## src/hdl/mrdm_pkg.sv

```systemverilog
`timescale 1ns / 1ps
`default_nettype none

package mrdm_pkg;

	localparam int SAMPLE_WIDTH_DEF  = 32;
	localparam int FRACTION_BITS_DEF = 16;
	localparam int COUNT_WIDTH_DEF   = 20;

	// Command from the sequencer to the accumulator.
	typedef struct packed {
		logic add;
		logic last;
	} mrdm_cmd_t;

	// Status from the accumulator back to the sequencer.
	typedef struct packed {
		logic done;
		logic error;
	} mrdm_stat_t;

endpackage

`default_nettype wire

```

## src/hdl/mrdm_if.sv

```systemverilog
`timescale 1ns / 1ps
`default_nettype none

interface mrdm_in_if #(
	parameter int SAMPLE_WIDTH = 32
);
	logic                           valid;
	logic                           ready;
	logic signed [SAMPLE_WIDTH-1:0] ref_sample;
	logic signed [SAMPLE_WIDTH-1:0] eval_sample;
	logic                           last_item;

	modport source (output valid, output ref_sample, output eval_sample, output last_item,
		input ready);
	modport sink (input valid, input ref_sample, input eval_sample, input last_item,
		output ready);
endinterface

interface mrdm_out_if #(
	parameter int FRACTION_BITS = 16
);
	logic                     valid;
	logic                     ready;
	logic [FRACTION_BITS+1:0] mean_score;
	logic                     divisor_error;

	modport source (output valid, output mean_score, output divisor_error, input ready);
	modport sink (input valid, input mean_score, input divisor_error, output ready);
endinterface

`default_nettype wire

```

## src/hdl/mrdm_ratio.sv

```systemverilog
`timescale 1ns / 1ps
`default_nettype none

module mrdm_ratio #(
	parameter int SAMPLE_WIDTH  = 32,
	parameter int FRACTION_BITS = 16
) (
	input  wire logic                           clk,
	input  wire logic                           arst_n,
	input  wire logic                           start,
	input  wire logic signed [SAMPLE_WIDTH-1:0] ref_sample,
	input  wire logic signed [SAMPLE_WIDTH-1:0] eval_sample,
	output logic                                done,
	output logic [FRACTION_BITS+1:0]            ratio
);
	import mrdm_pkg::*;

	localparam int SW   = SAMPLE_WIDTH;
	localparam int RW   = FRACTION_BITS + 2;
	localparam int CNTW = $clog2(RW);

	typedef enum logic [3:0] {
		R_IDLE = 4'b0001,
		R_MAG  = 4'b0010,
		R_MAX  = 4'b0100,
		R_DIV  = 4'b1000
	} rat_state_t;

	rat_state_t             state_q;
	logic [CNTW-1:0]        cnt_q;
	logic signed [SW-1:0]   ref_q;
	logic signed [SW-1:0]   eval_q;
	logic [SW-1:0]          mag_ref_q;
	logic [SW-1:0]          mag_eval_q;
	logic [SW-1:0]          diff_q;
	logic [SW:0]            rem_q;
	logic [SW:0]            den_q;
	logic                   zero_q;
	logic [RW-1:0]          quot_q;
	logic                   done_q;

	logic signed [SW:0]     ref_ext;
	logic signed [SW:0]     eval_ext;
	logic signed [SW:0]     diff_ext;
	logic [SW:0]            neg_ref;
	logic [SW:0]            neg_eval;
	logic [SW:0]            neg_diff;
	logic [SW-1:0]          mag_max;
	logic                   ge;
	logic [SW:0]            rem_sub;

	always_comb begin
		ref_ext  = {ref_q[SW-1], ref_q};
		eval_ext = {eval_q[SW-1], eval_q};
		diff_ext = eval_ext - ref_ext;
		neg_ref  = -ref_ext;
		neg_eval = -eval_ext;
		neg_diff = -diff_ext;
		mag_max  = (mag_ref_q > mag_eval_q) ? mag_ref_q : mag_eval_q;
		ge       = (rem_q >= den_q);
		rem_sub  = ge ? (rem_q - den_q) : rem_q;
	end

	always_ff @(posedge clk) begin
		unique case (state_q)
			R_IDLE: begin
				if (start) begin
					ref_q  <= ref_sample;
					eval_q <= eval_sample;
				end
			end
			R_MAG: begin
				mag_ref_q  <= ref_q[SW-1] ? neg_ref[SW-1:0] : ref_q;
				mag_eval_q <= eval_q[SW-1] ? neg_eval[SW-1:0] : eval_q;
				diff_q     <= diff_ext[SW] ? neg_diff[SW-1:0] : diff_ext[SW-1:0];
			end
			R_MAX: begin
				rem_q  <= {1'b0, diff_q};
				den_q  <= {mag_max, 1'b0};
				zero_q <= (mag_max == '0);
			end
			R_DIV: begin
				rem_q  <= {rem_sub[SW-1:0], 1'b0};
				quot_q <= {quot_q[RW-2:0], ge & ~zero_q};
			end
			default: begin
			end
		endcase
	end

	always_ff @(posedge clk or negedge arst_n) begin
		if (!arst_n) begin
			state_q <= R_IDLE;
			cnt_q   <= '0;
			done_q  <= 1'b0;
		end else begin
			done_q <= 1'b0;
			unique case (state_q)
				R_IDLE: begin
					if (start) begin
						state_q <= R_MAG;
					end
				end
				R_MAG: begin
					state_q <= R_MAX;
				end
				R_MAX: begin
					state_q <= R_DIV;
					cnt_q   <= CNTW'(RW - 1);
				end
				R_DIV: begin
					if (cnt_q == '0) begin
						state_q <= R_IDLE;
						done_q  <= 1'b1;
					end else begin
						cnt_q <= cnt_q - 1'b1;
					end
				end
				default: begin
					state_q <= R_IDLE;
				end
			endcase
		end
	end

	assign done  = done_q;
	assign ratio = quot_q;

endmodule

`default_nettype wire

```

## src/hdl/mrdm_mean.sv

```systemverilog
`timescale 1ns / 1ps
`default_nettype none

module mrdm_mean #(
	parameter int FRACTION_BITS = 16,
	parameter int COUNT_WIDTH   = 20
) (
	input  wire logic                       clk,
	input  wire logic                       arst_n,
	input  wire mrdm_pkg::mrdm_cmd_t        cmd,
	input  wire logic [FRACTION_BITS+1:0]   ratio,
	input  wire logic [COUNT_WIDTH:0]       total_elements,
	output mrdm_pkg::mrdm_stat_t            stat,
	output logic [FRACTION_BITS+1:0]        mean
);
	import mrdm_pkg::*;

	localparam int RW    = FRACTION_BITS + 2;
	localparam int CW    = COUNT_WIDTH;
	localparam int SUM_W = COUNT_WIDTH + FRACTION_BITS + 2;
	localparam int CNTW  = $clog2(SUM_W);
	localparam logic [RW-1:0] TOP = {2'b10, {FRACTION_BITS{1'b0}}};

	typedef enum logic [2:0] {
		M_IDLE = 3'b001,
		M_LOAD = 3'b010,
		M_DIV  = 3'b100
	} mean_state_t;

	mean_state_t        state_q;
	logic [CNTW-1:0]    cnt_q;
	logic [SUM_W-1:0]   sum_q;
	logic [SUM_W-1:0]   num_q;
	logic [CW:0]        rem_q;
	logic [RW-1:0]      quot_q;
	logic               ovf_q;
	logic [RW-1:0]      mean_q;
	logic               err_q;
	logic               done_q;

	logic [SUM_W:0]     acc;
	logic [CW+1:0]      trial;
	logic [CW+1:0]      den_ext;
	logic               ge;
	logic [CW+1:0]      trial_sub;
	logic [RW-1:0]      quot_next;
	logic               ovf_next;

	always_comb begin
		acc       = {1'b0, sum_q} + {{(SUM_W + 1 - RW){1'b0}}, ratio};
		trial     = {rem_q, num_q[SUM_W-1]};
		den_ext   = {1'b0, total_elements};
		ge        = (trial >= den_ext);
		trial_sub = trial - den_ext;
		quot_next = {quot_q[RW-2:0], ge};
		ovf_next  = ovf_q | quot_q[RW-1];
	end

	always_ff @(posedge clk) begin
		unique case (state_q)
			M_LOAD: begin
				num_q  <= sum_q;
				rem_q  <= '0;
				quot_q <= '0;
				ovf_q  <= 1'b0;
				if (total_elements == '0) begin
					mean_q <= '0;
					err_q  <= 1'b1;
				end
			end
			M_DIV: begin
				num_q  <= {num_q[SUM_W-2:0], 1'b0};
				rem_q  <= ge ? trial_sub[CW:0] : trial[CW:0];
				quot_q <= quot_next;
				ovf_q  <= ovf_next;
				if (cnt_q == '0) begin
					mean_q <= (ovf_next || (quot_next > TOP)) ? TOP : quot_next;
					err_q  <= 1'b0;
				end
			end
			default: begin
			end
		endcase
	end

	always_ff @(posedge clk or negedge arst_n) begin
		if (!arst_n) begin
			state_q <= M_IDLE;
			cnt_q   <= '0;
			sum_q   <= '0;
			done_q  <= 1'b0;
		end else begin
			done_q <= 1'b0;
			unique case (state_q)
				M_IDLE: begin
					if (cmd.add) begin
						sum_q <= acc[SUM_W] ? '1 : acc[SUM_W-1:0];
						if (cmd.last) begin
							state_q <= M_LOAD;
						end
					end
				end
				M_LOAD: begin
					sum_q <= '0;
					cnt_q <= CNTW'(SUM_W - 1);
					if (total_elements == '0) begin
						state_q <= M_IDLE;
						done_q  <= 1'b1;
					end else begin
						state_q <= M_DIV;
					end
				end
				M_DIV: begin
					if (cnt_q == '0) begin
						state_q <= M_IDLE;
						done_q  <= 1'b1;
					end else begin
						cnt_q <= cnt_q - 1'b1;
					end
				end
				default: begin
					state_q <= M_IDLE;
				end
			endcase
		end
	end

	assign stat.done  = done_q;
	assign stat.error = err_q;
	assign mean       = mean_q;

endmodule

`default_nettype wire

```

## src/hdl/mean_relative_difference_to_max.sv

```systemverilog
// Mean relative difference to the maximum over a field of sample pairs.
//
// Input words arrive on in_ch: a reference sample, an evaluated sample and a
// last flag. Each word contributes |eval - ref| / max(|eval|, |ref|) as an
// unsigned Q2.16 ratio to a saturating running sum. The word flagged last
// also closes the field: the sum is divided by the element count held in the
// configuration register and the mean leaves on out_ch as one word, after
// which the sum starts again from zero. A zero count gives a zero score with
// divisor_error set.
// One word at a time is in flight. Once a word is accepted, ready stays low
// while the restoring ratio divider, which yields one quotient bit a cycle,
// forms its ratio and adds it to the sum. A last word then also waits for the
// division of the sum by the element count, or only for the zero-count check,
// before its result appears on out_ch. The result sits in an output register;
// a stalled receiver does not stop new input words, though a further last word
// waits for it.
// Reset clears the sum, sets the element count to one and empties the
// output register. The count is written through cfg_wr_en and cfg_wr_data;
// the user must write it only while idle; the block does not enforce this.
`timescale 1ns / 1ps
`default_nettype none

module mean_relative_difference_to_max #(
	parameter int SAMPLE_WIDTH  = mrdm_pkg::SAMPLE_WIDTH_DEF,
	parameter int FRACTION_BITS = mrdm_pkg::FRACTION_BITS_DEF,
	parameter int COUNT_WIDTH   = mrdm_pkg::COUNT_WIDTH_DEF
) (
	input  wire logic               clk,
	input  wire logic               arst_n,
	input  wire logic               cfg_wr_en,
	input  wire logic [COUNT_WIDTH:0] cfg_wr_data,
	mrdm_in_if.sink                 in_ch,
	mrdm_out_if.source              out_ch
);
	import mrdm_pkg::*;

	localparam int RW = FRACTION_BITS + 2;

	typedef enum logic [3:0] {
		T_IDLE  = 4'b0001,
		T_RATIO = 4'b0010,
		T_MEAN  = 4'b0100,
		T_PUSH  = 4'b1000
	} top_state_t;

	top_state_t         state_q;
	logic [COUNT_WIDTH:0] total_q;
	logic               last_q;
	logic               out_valid_q;
	logic [RW-1:0]      out_mean_q;
	logic               out_err_q;

	logic               accept;
	logic               ratio_done;
	logic [RW-1:0]      ratio;
	mrdm_cmd_t          cmd;
	mrdm_stat_t         stat;
	logic [RW-1:0]      mean;
	logic               out_free;
	logic               load_out;

	assign accept   = in_ch.valid && in_ch.ready;
	assign out_free = !out_valid_q || out_ch.ready;
	assign load_out = (state_q == T_PUSH) && out_free;
	assign cmd.add  = (state_q == T_RATIO) && ratio_done;
	assign cmd.last = last_q;

	mrdm_ratio #(
		.SAMPLE_WIDTH  (SAMPLE_WIDTH),
		.FRACTION_BITS (FRACTION_BITS)
	) u_ratio (
		.clk         (clk),
		.arst_n      (arst_n),
		.start       (accept),
		.ref_sample  (in_ch.ref_sample),
		.eval_sample (in_ch.eval_sample),
		.done        (ratio_done),
		.ratio       (ratio)
	);

	mrdm_mean #(
		.FRACTION_BITS (FRACTION_BITS),
		.COUNT_WIDTH   (COUNT_WIDTH)
	) u_mean (
		.clk            (clk),
		.arst_n         (arst_n),
		.cmd            (cmd),
		.ratio          (ratio),
		.total_elements (total_q),
		.stat           (stat),
		.mean           (mean)
	);

	always_ff @(posedge clk) begin
		if (accept) begin
			last_q <= in_ch.last_item;
		end
		if (load_out) begin
			out_mean_q <= mean;
			out_err_q  <= stat.error;
		end
	end

	always_ff @(posedge clk or negedge arst_n) begin
		if (!arst_n) begin
			state_q     <= T_IDLE;
			total_q     <= (COUNT_WIDTH + 1)'(1);
			out_valid_q <= 1'b0;
		end else begin
			if (cfg_wr_en) begin
				total_q <= cfg_wr_data;
			end
			if (load_out) begin
				out_valid_q <= 1'b1;
			end else if (out_ch.ready) begin
				out_valid_q <= 1'b0;
			end
			unique case (state_q)
				T_IDLE: begin
					if (accept) begin
						state_q <= T_RATIO;
					end
				end
				T_RATIO: begin
					if (ratio_done) begin
						state_q <= last_q ? T_MEAN : T_IDLE;
					end
				end
				T_MEAN: begin
					if (stat.done) begin
						state_q <= T_PUSH;
					end
				end
				T_PUSH: begin
					if (out_free) begin
						state_q <= T_IDLE;
					end
				end
				default: begin
					state_q <= T_IDLE;
				end
			endcase
		end
	end

	assign in_ch.ready          = (state_q == T_IDLE);
	assign out_ch.valid         = out_valid_q;
	assign out_ch.mean_score    = out_mean_q;
	assign out_ch.divisor_error = out_err_q;

endmodule

`default_nettype wire

```

## src/flat_wrapper.sv

```systemverilog
// flat-port wrapper written by rule: the top's interface ports become plain ports
module mean_relative_difference_to_max_flat import mrdm_pkg::*;
#(
	parameter int SAMPLE_WIDTH  = mrdm_pkg::SAMPLE_WIDTH_DEF,
	parameter int FRACTION_BITS = mrdm_pkg::FRACTION_BITS_DEF,
	parameter int COUNT_WIDTH   = mrdm_pkg::COUNT_WIDTH_DEF
)
  (clk, arst_n, cfg_wr_en, cfg_wr_data, in_ch_valid, in_ch_ref_sample, in_ch_eval_sample, in_ch_last_item, in_ch_ready, out_ch_valid, out_ch_mean_score, out_ch_divisor_error, out_ch_ready);
  mrdm_in_if #(.SAMPLE_WIDTH(SAMPLE_WIDTH)) in_ch_i ();
  mrdm_out_if #(.FRACTION_BITS(FRACTION_BITS)) out_ch_i ();
  input  wire logic clk;
  input  wire logic arst_n;
  input  wire logic cfg_wr_en;
  input  wire logic [COUNT_WIDTH:0] cfg_wr_data;
  input wire logic [$bits(in_ch_i.valid)-1:0] in_ch_valid;
  input wire logic [$bits(in_ch_i.ref_sample)-1:0] in_ch_ref_sample;
  input wire logic [$bits(in_ch_i.eval_sample)-1:0] in_ch_eval_sample;
  input wire logic [$bits(in_ch_i.last_item)-1:0] in_ch_last_item;
  output wire logic [$bits(in_ch_i.ready)-1:0] in_ch_ready;
  output wire logic [$bits(out_ch_i.valid)-1:0] out_ch_valid;
  output wire logic [$bits(out_ch_i.mean_score)-1:0] out_ch_mean_score;
  output wire logic [$bits(out_ch_i.divisor_error)-1:0] out_ch_divisor_error;
  input wire logic [$bits(out_ch_i.ready)-1:0] out_ch_ready;
  assign in_ch_i.valid = in_ch_valid;
  assign in_ch_i.ref_sample = in_ch_ref_sample;
  assign in_ch_i.eval_sample = in_ch_eval_sample;
  assign in_ch_i.last_item = in_ch_last_item;
  assign in_ch_ready = in_ch_i.ready;
  assign out_ch_valid = out_ch_i.valid;
  assign out_ch_mean_score = out_ch_i.mean_score;
  assign out_ch_divisor_error = out_ch_i.divisor_error;
  assign out_ch_i.ready = out_ch_ready;
  mean_relative_difference_to_max #(.SAMPLE_WIDTH(SAMPLE_WIDTH), .FRACTION_BITS(FRACTION_BITS), .COUNT_WIDTH(COUNT_WIDTH)) u_core (.clk(clk), .arst_n(arst_n), .cfg_wr_en(cfg_wr_en), .cfg_wr_data(cfg_wr_data), .in_ch(in_ch_i), .out_ch(out_ch_i));
endmodule
```

## config.mk

```make
export PLATFORM = sky130hd
export DESIGN_NAME = mean_relative_difference_to_max_flat
export DESIGN_NICKNAME = d
export VERILOG_FILES = /design/src/hdl/mrdm_pkg.sv /design/src/hdl/mrdm_if.sv /design/src/hdl/mrdm_ratio.sv /design/src/hdl/mrdm_mean.sv /design/src/hdl/mean_relative_difference_to_max.sv /design/src/flat_wrapper.sv
export SDC_FILE = /design/constraint.sdc
export NUM_CORES = 1
export LEC_CHECK = 0
export CELL_PAD_IN_SITES_DETAIL_PLACEMENT = 1
export CELL_PAD_IN_SITES_GLOBAL_PLACEMENT = 1
export CORE_MARGIN = 5
export CORE_UTILIZATION = 39
export CTS_CLUSTER_SIZE = 20
export DETAILED_ROUTE_END_ITERATION = 7
export DONT_BUFFER_PORTS = 1
export GPL_TIMING_DRIVEN = 0
export HOLD_SLACK_MARGIN = 0.08
export PLACE_DENSITY_LB_ADDON = 0.2
export SLEW_MARGIN = 30
export SYNTH_ARGS = -nofsm -noshare
export SYNTH_HDL_FRONTEND = slang
export SYNTH_HIERARCHICAL = 1
export SYNTH_SLANG_ARGS = --single-unit
export TNS_END_PERCENT = 1
```

## constraint.sdc

```tcl
create_clock -name clk -period 11.64 [get_ports clk]
set_input_delay 0 -clock clk [delete_from_list [all_inputs] [get_ports clk]]
set_output_delay 0 -clock clk [all_outputs]
set_load 0.05 [all_outputs]
```

==> results.md, run 1 <==
- Root buffer selected by CTS: sky130_fd_sc_hd__clkbuf_16
- Cell Count, Final, Fillers Out: 3567
- Via count of the routed design: 19870
- R2R Setup Slk: 6.93 ns
- Endpoint of the worst-slack reg-to-reg timing path: u_core/u_ratio/diff_q[31]
- Number of inserted filler cells in the final layout: 6963
- Initial core utilization: 39.48%
- Core Area: 64580 um^2
- Worst Reg-to-Reg Cells: 14
- Detailed Route Iter0 Violations: 1375
- Synth Area per Inst: 10.59 um^2
- Flop and latch count out of synthesis: 445
- Die Area: 70600 um^2
- Maximum number of pins on one net before global-route repair: 81
- Final Wtd Congestion: 0.9006
- Data arrival, critical path: 5.07 ns
- Cell count after synthesis: 2407
- Area growth from synthesis to layout: 20.64%
- Crit Path Category: reg -> reg
- Shortest clock period the worst path allows after layout: 4.714 ns
- Final worst setup slack: 6.926 ns
- Antenna violations before repair: 0
- Layout cell share with drive strength beyond 1: 9.624%
- CP max-delay cell: sky130_fd_sc_hd__xnor2_1
- Setup slack at placement: 7.037 ns
- Wire length on met2: 37020 um
- Length of the first detailed-routing pass in iterations: 5
- Start point of the critical path: u_core/u_ratio/eval_q[0]
- Inserted Diodes: 0
- Most frequent cells after synthesis: sky130_fd_sc_hd__edfxtp_1, sky130_fd_sc_hd__nand2_1, sky130_fd_sc_hd__inv_1
- Clock Latency Late Sink: 0.63 ns
- GRT overflow: 0
- Worst Setup EP: u_core/u_ratio/diff_q[31]
- Clk sinks: 445
- Final setup fails: 0
- Path category of the worst min-delay check: in -> reg
- Path length in cells of the critical path: 14
- Most frequent cell after synthesis: sky130_fd_sc_hd__edfxtp_1
- PnR Total Power: 0.005491 W
- Unrepaired setup endpoints after global routing: false
- Met1 WL: 35030 um
- Number of buffers inserted during clock tree synthesis: 52
- HPWL Detailed: 55940 um
- Final cycle utilization of the critical path: 40.49%
- Highest net fanout along the worst path: 5
- Outcome: completed
- Multi-input logic area: 11580 um^2
- Worst path max stage delay: 0.52 ns
- Leakage: 12.38 nW
- Vertical extent of the die: 265.7 um
- Share of flip-flops with an asynchronous set or reset: 18.88%
- Number of placed instances, taps included: 3290
- Storage element area: 12950 um^2
- Cell Area, Synth: 25500 um^2
- Relative slew slack: 39.07%
- Hold Slack: 0.1651 ns
- WL final: 77940 um
- Portion of synthesized cell area occupied by the leading cell type: 42.51%
- Cell variety after synth: 110
- Uppermost layer routed: met4
- Antenna Violating Nets Remaining: 0
- EDFF count, synth: 361
- Leading register cell type out of synthesis: sky130_fd_sc_hd__edfxtp_1
- Post-CTS Setup Bufs: 0
- Clock Path Buffers: 3
- Crit-path most repeated cell: sky130_fd_sc_hd__inv_1
- Non-Filler Cell Area, Final: 30760 um^2
- Max-cap violation count: 0
- Timing-limited maximum frequency: 212.2 MHz
- Total Routing Usage GR: 21.49%
- Clk_skew: 0.03646 ns
- Sort of element at the end of the critical path: flip-flop
- Count of H-tree levels built during CTS: 2
- YS warnings: 6
- Number of nets in the synthesized netlist: 2643
- Port buffer count: 0
- TritonCTS clock tree: built
- Top Ports: 112
- Final-report max-slew violation count: 0
- Largest delay share family, worst path: compound AO/OA/AOI/OAI gates
- Cell type with the largest total area after synthesis: sky130_fd_sc_hd__edfxtp_1
- Detail-routed net length per standard cell: 21.85 um
- Peak supply drop: 144.1 uV
- Required time at the endpoint of the critical path: 12.00 ns
- Die outline width: 265.7 um
- Final net count: 2905
- Post-CTS clock slew at the launch and capture registers of the worst setup and hold paths: 0.07 ns
- # rows: 93
- Slew at the pin closest to its max-slew limit: 0.9070 ns
- Final-report hold violation count: 0
- Reg2reg start: u_core/u_ratio/eval_q[0]
- Post-placement cell area: 26900 um^2
- Buf/Inv on CP: 2
- Element type at the critical path start: flip-flop
- First-pass GRT wire length: 121100 um
- Pwr per Cell Area: 178.5 nW/um^2
- Cell chain of the critical path: inv_1, ha_1, inv_1, fa_1, a21oi_2, o21ai_0, a211oi_1, a21oi_1, xnor2_1, nand3_1, and4bb_2, and3_4, a41o_1, xnor3_1
- Vias in the first global route: 21044
- Biggest area contributors in the synthesized netlist: sky130_fd_sc_hd__edfxtp_1, sky130_fd_sc_hd__dfrtp_1, sky130_fd_sc_hd__ha_1
- Detailed-route DRC error count: 0
- Sequential fraction of the synthesis area: 50.78%
- Vias per inst: 5.571
- DR WL met3: 3494 um
==> power breakdown <==
group	switching [W]	internal (W)	total, W
combinational	0.000934	0.000599	0.00153
sequential	0.000122	0.00193	0.00205
clock	0.000730	0.00118	0.00191
total	0.00179	0.00370	0.00549
==> state kept, by name (all words and copies together) (netlist names), 18 cells and up <==
name / cells
u_core/u_ratio/den_q: 32
u_core/u_ratio/rem_q: 33
u_core/u_ratio/ref_q: 32
u_core/u_mean/rem_q: 21
u_core/u_ratio/diff_q: 32
u_core/u_mean/sum_q: 38
u_core/u_ratio/eval_q: 32
u_core/total_q: 21
u_core/u_ratio/ratio: 18
u_core/u_mean/mean: 18
u_core/u_mean/num_q: 38
u_core/u_ratio/mag_ref_q: 32
u_core/out_ch.mean_score: 18
u_core/u_ratio/mag_eval_q: 32
u_core/u_mean/quot_q: 18
==> logic make-up after synthesis <==
| logic type | after synthesis | synth area share, % |
|---|---|---|
| adders and majority gates | 145 | 7.233 |
| xor gates and xnor gates | 156 | 5.412 |
| AOI/OAI and AO/OA | 545 | 14.16 |
| and+or+nand+nor | 796 | 15.54 |
| DFF | 445 | 50.78 |
| buffers and inverters | 255 | 4.058 |
| muxes | 65 | 2.816 |
==> layout make-up <==
type                            count  area share, %
Sequential cell                   445          42.09
Multi-Input combinational cell   1707          37.66
Timing Repair Buffer              208          6.882
Clock buffer                       59          4.381
Tap cell                          855          3.478
Clock inverter                     38          2.148
Inverter                          174          2.123
Buffer                             81          1.245
==> worst min-delay path by stage <==
stage / cells past startpoint / end / startpoint
after CTS: 2 / u_core/out_ch.valid / out_ch_ready
after global placement: 0 / u_core/total_q[13] / arst_n
after global routing: 2 / u_core/out_ch.valid / out_ch_ready
final: 2 / u_core/out_ch.valid / out_ch_ready
after floorplan: 0 / u_core/out_ch.valid / arst_n
after detailed placement: 0 / u_core/total_q[15] / arst_n
==> placed cells by master, fill, tap and decap left out, types with 13 or more instances in the layout <==
master and count:
sky130_fd_sc_hd__xor2_1 38, sky130_fd_sc_hd__bufinv_16 15, sky130_fd_sc_hd__and3_1 40, sky130_fd_sc_hd__nor2_1 151, sky130_fd_sc_hd__o211ai_1 13, sky130_fd_sc_hd__o21bai_1 13
sky130_fd_sc_hd__nand2_1 274, sky130_fd_sc_hd__a31oi_1 35, sky130_fd_sc_hd__clkbuf_1 67, sky130_fd_sc_hd__nor2b_1 16, sky130_fd_sc_hd__a211oi_1 22, sky130_fd_sc_hd__nand4_1 32
sky130_fd_sc_hd__or3_1 27, sky130_fd_sc_hd__o31ai_1 21, sky130_fd_sc_hd__mux2_2 54, sky130_fd_sc_hd__nor3_1 43, sky130_fd_sc_hd__nor4_1 35, sky130_fd_sc_hd__and2_1 34
sky130_fd_sc_hd__nand2b_1 19, sky130_fd_sc_hd__a21oi_1 148, sky130_fd_sc_hd__ha_1 141, sky130_fd_sc_hd__clkbuf_16 52, sky130_fd_sc_hd__o21a_1 20, sky130_fd_sc_hd__buf_2 19
sky130_fd_sc_hd__inv_1 172, sky130_fd_sc_hd__dlygate4sd3_1 178, sky130_fd_sc_hd__nand3_1 51, sky130_fd_sc_hd__dfrtp_1 80, sky130_fd_sc_hd__a21o_1 61, sky130_fd_sc_hd__o21ai_0 106
sky130_fd_sc_hd__edfxtp_1 361, sky130_fd_sc_hd__xnor2_1 117
==> timing repair <==
action,in CTS,in global routing
hold endpoints to repair,197,0
hold buffers,180,0
gates resized for setup,0,0
==> layer usage <==
| metal | vias to the layer above | track usage, % |
|---|---|---|
| met5 | - | 0 |
| met4 | 0 | 6.484 |
| met3 | 135 | 3.121 |
| met2 | 446 | 36.37 |
| met1 | 9929 | 28.85 |
| li1 | 9360 | - |
==> through the flow <==
stage / utilization (%) / TNS [ns]
CTS: 47.61 / 0
finish: 47.63 / 0
global placement: 41.14 / -280.52
floorplan: - / 0
global route: 47.63 / 0
detailed placement: 41.65 / 0
(Power assumes the default switching activity.)
==> run 2, diff against run 1 <==
--- a/config.mk
+++ b/config.mk
@@ -5,6 +5,7 @@
 export SDC_FILE = /design/constraint.sdc
 export NUM_CORES = 1
 export LEC_CHECK = 0
+export ABC_AREA = 1
 export CELL_PAD_IN_SITES_DETAIL_PLACEMENT = 1
 export CELL_PAD_IN_SITES_GLOBAL_PLACEMENT = 1
 export CORE_MARGIN = 5
==> constraint.sdc (replaced) <==
create_clock -name clk -period 3.85 [get_ports clk]
set_input_delay 0 -clock clk [delete_from_list [all_inputs] [get_ports clk]]
set_output_delay 0 -clock clk [all_outputs]
set_load 0.05 [all_outputs]
==> run 2 against run 1 <==
Against the previous run: cell area is 7.2% higher; area after synthesis is 9.9% higher; critical path depth is 2 higher; core utilization is 1.4 points lower; first-iteration DRC count is 13% higher; clock power grew to 2.5 times the previous value; sequential share of layout area is 2.8 points lower; register-to-register slack worse by 6.7 ns; largest power group unchanged; highest routed layer unchanged.
==> results.md, run 2 <==
- Number of placed instances, taps included: 4397 (+34%)
- Sort of element at the end of the critical path: flip-flop
- Initial core utilization: 39.26% (-0.22 points)
- Clk_skew: 0.05264 ns (+0.01617 ns)
- YS warnings: 6 (unchanged)
- Via count of the routed design: 23870 (+20%)
- Highest-count cells in the layout ignoring fill and taps: sky130_fd_sc_hd__nand2_1, sky130_fd_sc_hd__inv_1, sky130_fd_sc_hd__edfxtp_1
- Detail-routed net length per standard cell: 19.64 um (-10%)
- Non-Filler Cell Area, Final: 32960 um^2 (+7.2%)
- Detailed Route Iter0 Violations: 1552 (+13%)
- Final-report max-slew violation count: 0 (unchanged)
- Layout cell share with drive strength beyond 1: 6.446% (-3.2 points)
- Relative slew slack: 42.76% (+3.7 points)
- Multiplexer fraction of the synthesized cell area: 0.8439% (-2.0 points)
- GRT overflow: 0 (unchanged)
- Top flop regs: u_core/u_mean/num_q x38, u_core/u_mean/sum_q x38, u_core/u_ratio/rem_q x33
- Share of flip-flops with an asynchronous set or reset: 18.88% (unchanged)
- Most frequent cells after synthesis: sky130_fd_sc_hd__nand2_1, sky130_fd_sc_hd__inv_1, sky130_fd_sc_hd__edfxtp_1
- Sequential fraction of the synthesis area: 46.21% (-4.6 points)
- Compound-cell area share of the yosys netlist: 7.502% (-6.7 points)
- Cell type with the largest total area after synthesis: sky130_fd_sc_hd__edfxtp_1
- Setup TNS Final: 0 ns (unchanged)
- Count of H-tree levels built during CTS: 2 (unchanged)
- Synth Area per Inst: 8.167 um^2 (-23%)
- Final net count: 3915 (+35%)
- Detailed-route DRC error count: 0 (unchanged)
- Flop and latch count out of synthesis: 445 (unchanged)
- Main combinational cell family by area after synthesis: simple AND/OR/NAND/NOR gates
- Leading register cell type out of synthesis: sky130_fd_sc_hd__edfxtp_1
- Vertical extent of the die: 278.0 um (+4.6%)
- Post-Synth XOR/XNOR Area: 4.497% (-0.92 points)
- WL final: 91800 um (+18%)
- Top Ports: 112 (unchanged)
- TritonCTS clock tree: built
- Peak supply drop: 428.4 uV (+200%)
- Vias in the first global route: 25727 (+22%)
- Antenna Violating Nets Remaining: 0 (unchanged)
- First-pass GRT wire length: 144600 um (+19%)
- Post-placement cell area: 29470 um^2 (+9.6%)
- Final Wtd Congestion: 0.9041 (+0.39%)
- Data arrival, critical path: 3.95 ns (-1.12 ns)
- Portion of synthesized cell area occupied by the leading cell type: 38.69% (-3.8 points)
- Most frequent cell after synthesis: sky130_fd_sc_hd__nand2_1
- Highest net fanout along the worst path: 4 (-1)
- Biggest area contributors in the synthesized netlist: sky130_fd_sc_hd__edfxtp_1, sky130_fd_sc_hd__nand2_1, sky130_fd_sc_hd__inv_1
- PnR Total Power: 0.01765 W (+220%)
- Antenna violations before repair: 0 (unchanged)
- Adder-cell share of the synthesized area: 6.582% (-0.65 points)
- Max-cap violation count: 0 (unchanged)
- Clock Path Buffers: 3 (unchanged)
- Leakage: 14.98 nW (+21%)
- Final-report hold violation count: 0 (unchanged)
- Area growth from synthesis to layout: 17.64%
- Pwr per Cell Area: 535.4 nW/um^2 (+200%)
- Root buffer selected by CTS: sky130_fd_sc_hd__clkbuf_16
- Element type at the critical path start: flip-flop
- # rows: 98 (+5.4%)
- Clock Latency Late Sink: 0.64 ns (about the same)
- Fraction of the core area covered by cells at the end of the flow: 46.19% (-1.4 points)
- Maximum number of pins on one net before global-route repair: 81 (unchanged)
- Clk sinks: 445 (unchanged)
- EDFF count, synth: 361 (unchanged)
- Outcome: completed
- Final setup fails: 0 (unchanged)
- Cell Count, Final, Fillers Out: 4673 (+31%)
- HPWL Detailed: 69490 um (+24%)
- Most common cell after layout, fill and taps aside: sky130_fd_sc_hd__nand2_1
- Timing-limited maximum frequency: 276.1 MHz (+30%)
- Cell Area, Synth: 28020 um^2 (+9.9%)
- Length of the first detailed-routing pass in iterations: 5 (unchanged)
- Post-CTS clock slew at the launch and capture registers of the worst setup and hold paths: 0.07 ns (about the same)
- Post-Synth Simple-Gate Area: 25.68% (+10 points)
- Slew at the pin closest to its max-slew limit: 0.8577 ns (-0.04929 ns)
- Inserted Diodes: 0 (unchanged)
- Final cycle utilization of the critical path: 94.07% (+54 points)
- Required time at the endpoint of the critical path: 4.18 ns (-7.82 ns)
- Unrepaired setup endpoints after global routing: false
- Path category of the worst min-delay check: in -> reg
- Crit Path Category: reg -> reg
- Core Area: 71360 um^2 (+11%)
- Cell variety after synth: 56 (-49%)
- Number of nets in the synthesized netlist: 3667 (+39%)
- Cell count after synthesis: 3431 (+43%)
- Die Area: 77310 um^2 (+9.5%)
- Port buffer count: 0 (unchanged)
- Number of buffers inserted during clock tree synthesis: 52 (unchanged)
- Vias per inst: 5.108 (-8.3%)
- Shortest clock period the worst path allows after layout: 3.622 ns (-1.092 ns)
- Total Routing Usage GR: 23.32% (+1.8 points)
- Die outline width: 278.0 um (+4.6%)
-- run 2: cell count changes after synthesis, sizes merged, moves of 68 or more --
cell / delta
nand2: +732
inv: +376
nor2: +172
nand3: +153
xnor2: -76
o21ai: +68
-- run 2: per-stage QoR --
stage                     hold slack [ns]  worst slack, ns
after floorplan                   -0.2956          -0.3048
after global placement            -0.2933           -1.782
after detailed placement          -0.2939           0.2074
after CTS                         0.08528           0.1999
after global routing               0.1276         0.007593
final                              0.1210           0.2284
-- run 2: final timing paths --
path,from,end,slack [ns],depth (start not counted)
max,u_core/u_ratio/ref_q[0],u_core/u_ratio/diff_q[22],0.23,16
min,out_ch_ready,u_core/out_ch.valid,0.12,2
max reg2reg,u_core/u_ratio/ref_q[0],u_core/u_ratio/diff_q[22],0.23,16
min reg2reg,u_core/u_mean/mean[15],u_core/out_ch.mean_score[15],0.42,0
max in group asynchronous,arst_n,u_core/u_mean/sum_q[5],2.81,4
min in group asynchronous,arst_n,u_core/total_q[0],0.53,3
-- run 2: worst max-delay path, stage by stage (launching register included) --
cell and delay [ns]:
sky130_fd_sc_hd__edfxtp_1 0.53, sky130_fd_sc_hd__ha_1 0.23, sky130_fd_sc_hd__inv_1 0.12, sky130_fd_sc_hd__fa_1 0.47
sky130_fd_sc_hd__nand3_1 0.10, sky130_fd_sc_hd__nand3_1 0.17, sky130_fd_sc_hd__xnor2_1 0.41, sky130_fd_sc_hd__nand3_1 0.14
sky130_fd_sc_hd__nor2_2 0.13, sky130_fd_sc_hd__nand2_1 0.11, sky130_fd_sc_hd__nor2_1 0.14, sky130_fd_sc_hd__nand2_1 0.10
sky130_fd_sc_hd__nor2_2 0.14, sky130_fd_sc_hd__nand2_1 0.07, sky130_fd_sc_hd__nand2_1 0.07, sky130_fd_sc_hd__xor2_1 0.30
sky130_fd_sc_hd__inv_1 0.11
-- run 2: logic make-up after synthesis --
group / count (synthesis)
and+or+nand+nor: 1677
buffers and inverters: 613
DFF: 445
AOI/OAI and AO/OA: 387
adders and majority gates: 145
xor gates and xnor gates: 143
muxes: 21
-- run 2: cell type report --
class	count	area (um^2)
clock buffer	65	1380
sequential	445	12950
multi-input combinational	2373	12690
clock inverter	33	287.8
fill	8515	38400
tap	950	1189
timing repair buffer	195	2034
inverter	551	2068
buffer	61	362.8
-- run 2: what timing repair did --
action                                  in CTS  in global routing
hold buffers                               179                  0
resized for setup                            0                  0
hold endpoints to repair                   197                  0
setup buffers                                0                  0
endpoints found under the setup margin       0                  5
-- run 2: routing by layer --
layer / vias to the layer above / wire length (um) / global-route usage (%)
li1: 11619 / - / -
met1: 11634 / 42620 / 31.90
met2: 464 / 42840 / 39.29
met3: 153 / 3649 / 2.819
met4: 0 / 2678 / 6.695
met5: - / 0 / 0
-- run 2: power breakdown --
| part | leakage, nW | switching, W | internal [W] |
|---|---|---|---|
| Sequential | 4.40 | 0.000504 | 0.00617 |
| Clock | 0.816 | 0.00212 | 0.00270 |
| Combinational | 9.77 | 0.00423 | 0.00192 |
| Total | 15.0 | 0.00686 | 0.0108 |
==> run 3, diff against run 2 <==
--- a/config.mk
+++ b/config.mk
@@ -8,7 +8,7 @@
 export ABC_AREA = 1
 export CELL_PAD_IN_SITES_DETAIL_PLACEMENT = 1
 export CELL_PAD_IN_SITES_GLOBAL_PLACEMENT = 1
-export CORE_MARGIN = 5
+export CORE_MARGIN = 10
 export CORE_UTILIZATION = 39
 export CTS_CLUSTER_SIZE = 20
 export DETAILED_ROUTE_END_ITERATION = 7
@@ -16,6 +16,8 @@
 export GPL_TIMING_DRIVEN = 0
 export HOLD_SLACK_MARGIN = 0.08
 export PLACE_DENSITY_LB_ADDON = 0.2
+export RECOVER_POWER = 50
+export SKIP_CTS_REPAIR_TIMING = 1
 export SLEW_MARGIN = 30
 export SYNTH_ARGS = -nofsm -noshare
 export SYNTH_HDL_FRONTEND = slang
==> run 3 against run 2 <==
Against the previous run: the run now ends with capacitance limit, slew limit left; sequential power about the same; global-route usage down 2.7 points; wire length about the same; critical path type unchanged; largest cell class unchanged.
==> results.md, run 3 (same netlist as run 2, synthesis figures left out) <==
- Top Ports: 112 (unchanged)
- Core Area: 71360 um^2 (unchanged)
- Crit-path most repeated cell: sky130_fd_sc_hd__inv_1
- Unrepaired setup endpoints after global routing: false
- Final net count: 3915 (unchanged)
- Start point of the critical path: u_core/u_ratio/ref_q[31]
- Non-Filler Cell Area, Final: 32800 um^2 (-0.51%)
- Psw: 0.006818 W (-0.55%)
- Path length in cells of the critical path: 13 (-3)
- Endpoint of the worst-slack reg-to-reg timing path: u_core/u_ratio/diff_q[13]
- Initial core utilization: 39.26% (unchanged)
- Clk sinks: 445 (unchanged)
- Register share of total power: 37.9% (about the same)
- Pwr per Cell Area: 536.5 nW/um^2 (+0.22%)
- Worst hold path cell count: 1 (-1)
- # rows: 98 (unchanged)
- Vias in the first global route: 24300 (-5.5%)
- Die Area: 82970 um^2 (+7.3%)
- First-pass GRT wire length: 135800 um (-6.1%)
- Data arrival, critical path: 4.08 ns (+0.13 ns)
- Largest delay share family, worst path: buffers and inverters
- Antenna Violating Nets Remaining: 0 (unchanged)
- Area growth from synthesis to layout: 17.04%
- Max-cap violation count: 1 (+1)
- Timing-limited maximum frequency: 268.5 MHz (-2.8%)
- Vias per inst: 5.104 (about the same)
- Final-report hold violation count: 0 (unchanged)
- Maximum number of pins on one net before global-route repair: 85 (+4.9%)
- Cell chain of the critical path: inv_1, buf_1, ha_1, inv_1, nor3_1, nand2_1, nand3_1, nand2_1, nand2_2, buf_6, o21ai_0, xnor2_1, inv_1
- Final-report max-slew violation count: 81 (+81)
- Peak supply drop: 415.3 uV (-3.1%)
- Top flop regs: u_core/u_mean/num_q x38, u_core/u_mean/sum_q x38, u_core/u_ratio/rem_q x33
- Clock Path Buffers: 3 (unchanged)
- Worst path max stage delay: 0.77 ns (+0.24 ns)
- CP max-delay cell: sky130_fd_sc_hd__edfxtp_1
- Number of buffers inserted during clock tree synthesis: 51 (-1.9%)
- Launch point of the worst hold path: in_ch_eval_sample[0]
- Detailed-route DRC error count: 0 (unchanged)
- R2R Setup Slk: 0.13 ns (-0.10 ns)
- Final cycle utilization of the critical path: 96.73% (+2.7 points)
- Length of the first detailed-routing pass in iterations: 5 (unchanged)
- Crit Path Category: reg -> reg
- Final Wtd Congestion: 0.8917 (-1.4%)
- Post-CTS clock slew at the launch and capture registers of the worst setup and hold paths: 0.07 ns (about the same)
- Sort of element at the end of the critical path: flip-flop
- Final setup fails: 0 (unchanged)
- Root buffer selected by CTS: sky130_fd_sc_hd__clkbuf_16
- Most common cell after layout, fill and taps aside: sky130_fd_sc_hd__nand2_1
- TritonCTS clock tree: built
- Part of the total power dissipated in combinational logic: 34.6% (-0.3 points)
- Internal power summed over all cells: 0.01078 W (-0.13%)
- Clk_skew: 0.04193 ns (-0.01070 ns)
- Clock Latency Late Sink: 0.64 ns (about the same)
- Worst Setup EP: u_core/u_ratio/diff_q[13]
- Required time at the endpoint of the critical path: 4.21 ns (+0.03 ns)
- Failing checks: capacitance limit, slew limit
- Number of inserted filler cells in the final layout: 8567 (+0.61%)
- Layout cell share with drive strength beyond 1: 5.780% (-0.67 points)
- Post-placement cell area: 29510 um^2 (+0.12%)
- Highest-count cells in the layout ignoring fill and taps: sky130_fd_sc_hd__nand2_1, sky130_fd_sc_hd__inv_1, sky130_fd_sc_hd__edfxtp_1
- Path category of the worst min-delay check: in -> reg
- Slew at the pin closest to its max-slew limit: 2.308 ns (+1.450 ns)
- HPWL Detailed: 70350 um (+1.2%)
- Leakage: 14.90 nW (-0.57%)
- Detailed Route Iter0 Violations: 1562 (+0.64%)
- Relative slew slack: -53.86% (-97 points)
- Reg2reg start: u_core/u_ratio/ref_q[31]
- Share of total power in the clock network: 27.5% (+0.2 points)
- Via count of the routed design: 23841 (-0.12%)
- WL final: 91840 um (about the same)
- GRT overflow: 0 (unchanged)
- Shortest clock period the worst path allows after layout: 3.724 ns (+0.1026 ns)
- Port buffer count: 0 (unchanged)
- Setup TNS Final: 0 ns (unchanged)
- Element type at the critical path start: flip-flop
- Buf/Inv on CP: 5 (+3)
- Outcome: finished, violations left
- Total Routing Usage GR: 20.65% (-2.7 points)
- Worst Reg-to-Reg Cells: 13 (-3)
- Die outline width: 288.0 um (+3.6%)
- Count of H-tree levels built during CTS: 2 (unchanged)
- Proportion of total power due to net switching: 38.75% (-0.099 points)
- Antenna violations before repair: 1 (+1)
- Vertical extent of the die: 288.0 um (+3.6%)
- Storage element area: 12950 um^2 (unchanged)
- Highest net fanout along the worst path: 10 (+6)
- Multi-input logic area: 12630 um^2 (-0.51%)
- Detail-routed net length per standard cell: 19.66 um (about the same)
-- run 3: changes by cell type in the layout (fill, tap and decap cells not counted), moves of 3 or more --
cell | previous run | this run
sky130_fd_sc_hd__nor2_1 | 293 | 296
sky130_fd_sc_hd__nor3_2 | 8 | 5
sky130_fd_sc_hd__buf_4 | 13 | 8
sky130_fd_sc_hd__buf_1 | 5 | 1
sky130_fd_sc_hd__clkbuf_1 | 36 | 57
sky130_fd_sc_hd__clkinv_2 | 11 | 7
sky130_fd_sc_hd__clkinv_1 | 13 | 7
sky130_fd_sc_hd__nor3_1 | 37 | 42
-- run 3: area by class of cell --
cell class | count | area share (%)
inverter | 551 | 6.306
sequential | 445 | 39.48
tap | 950 | 3.624
timing repair buffer | 196 | 5.963
buffer | 61 | 1.091
clock inverter | 22 | 0.7363
antenna | 1 | 0.007630
clock buffer | 72 | 4.284
multi-input combinational | 2373 | 38.51
-- run 3: metal layers --
metal / GRT usage (%) / up-vias / routed length, um
met3: 2.263 / 118 / 3405
met2: 33.67 / 434 / 42840
met5: 0 / - / 0
met1: 28.90 / 11672 / 43410
met4: 5.131 / 0 / 2190
li1: - / 11617 / -
-- run 3: power by group through the flow --
| stage | clock, W | sequential, W | combinational, W |
|---|---|---|---|
| after floorplan | 0 | 0.00657 | 0.00398 |
| after global placement | 0 | 0.00679 | 0.00551 |
| final | 0.00484 | 0.00667 | 0.00608 |
| after detailed placement | 0 | 0.00674 | 0.00588 |
| after CTS | 0.00493 | 0.00665 | 0.00591 |
| after global routing | 0.00517 | 0.00672 | 0.00679 |
-- run 3: how the worst min path moves through the flow --
stage	endpoint	slack, ns
finish	u_core/u_ratio/eval_q[0]	0.11
global placement	u_core/total_q[5]	-0.29
detailed placement	u_core/total_q[20]	-0.29
global route	u_core/u_ratio/eval_q[0]	0.09
floorplan	u_core/out_ch.valid	-0.30
CTS	u_core/total_q[12]	-1.0
-- run 3: metrics by stage --
step | power, W | hold WS [ns] | utilization [%] | instances | setup WS [ns]
global placement | 0.01229 | -0.2917 | 40.96 | 4381 | -1.665
CTS | 0.01749 | -0.9954 | 43.66 | 4493 | 0.04991
global route | 0.01868 | 0.09175 | 45.96 | 4671 | 0.05623
finish | 0.01760 | 0.1081 | 45.96 | 4671 | 0.1259
floorplan | 0.01055 | -0.2956 | - | 3431 | -0.3048
detailed placement | 0.01262 | -0.2931 | 41.35 | 4399 | 0.03006
-- run 3: worst register-to-register path: stages, from the launching register on --
cell and delay (ns):
sky130_fd_sc_hd__edfxtp_1 0.77, sky130_fd_sc_hd__inv_1 0.41, sky130_fd_sc_hd__buf_1 0.42, sky130_fd_sc_hd__ha_1 0.51, sky130_fd_sc_hd__inv_1 0.11, sky130_fd_sc_hd__nor3_1 0.21, sky130_fd_sc_hd__nand2_1 0.11, sky130_fd_sc_hd__nand3_1 0.09
sky130_fd_sc_hd__nand2_1 0.07, sky130_fd_sc_hd__nand2_2 0.10, sky130_fd_sc_hd__buf_6 0.17, sky130_fd_sc_hd__o21ai_0 0.12, sky130_fd_sc_hd__xnor2_1 0.31, sky130_fd_sc_hd__inv_1 0.07
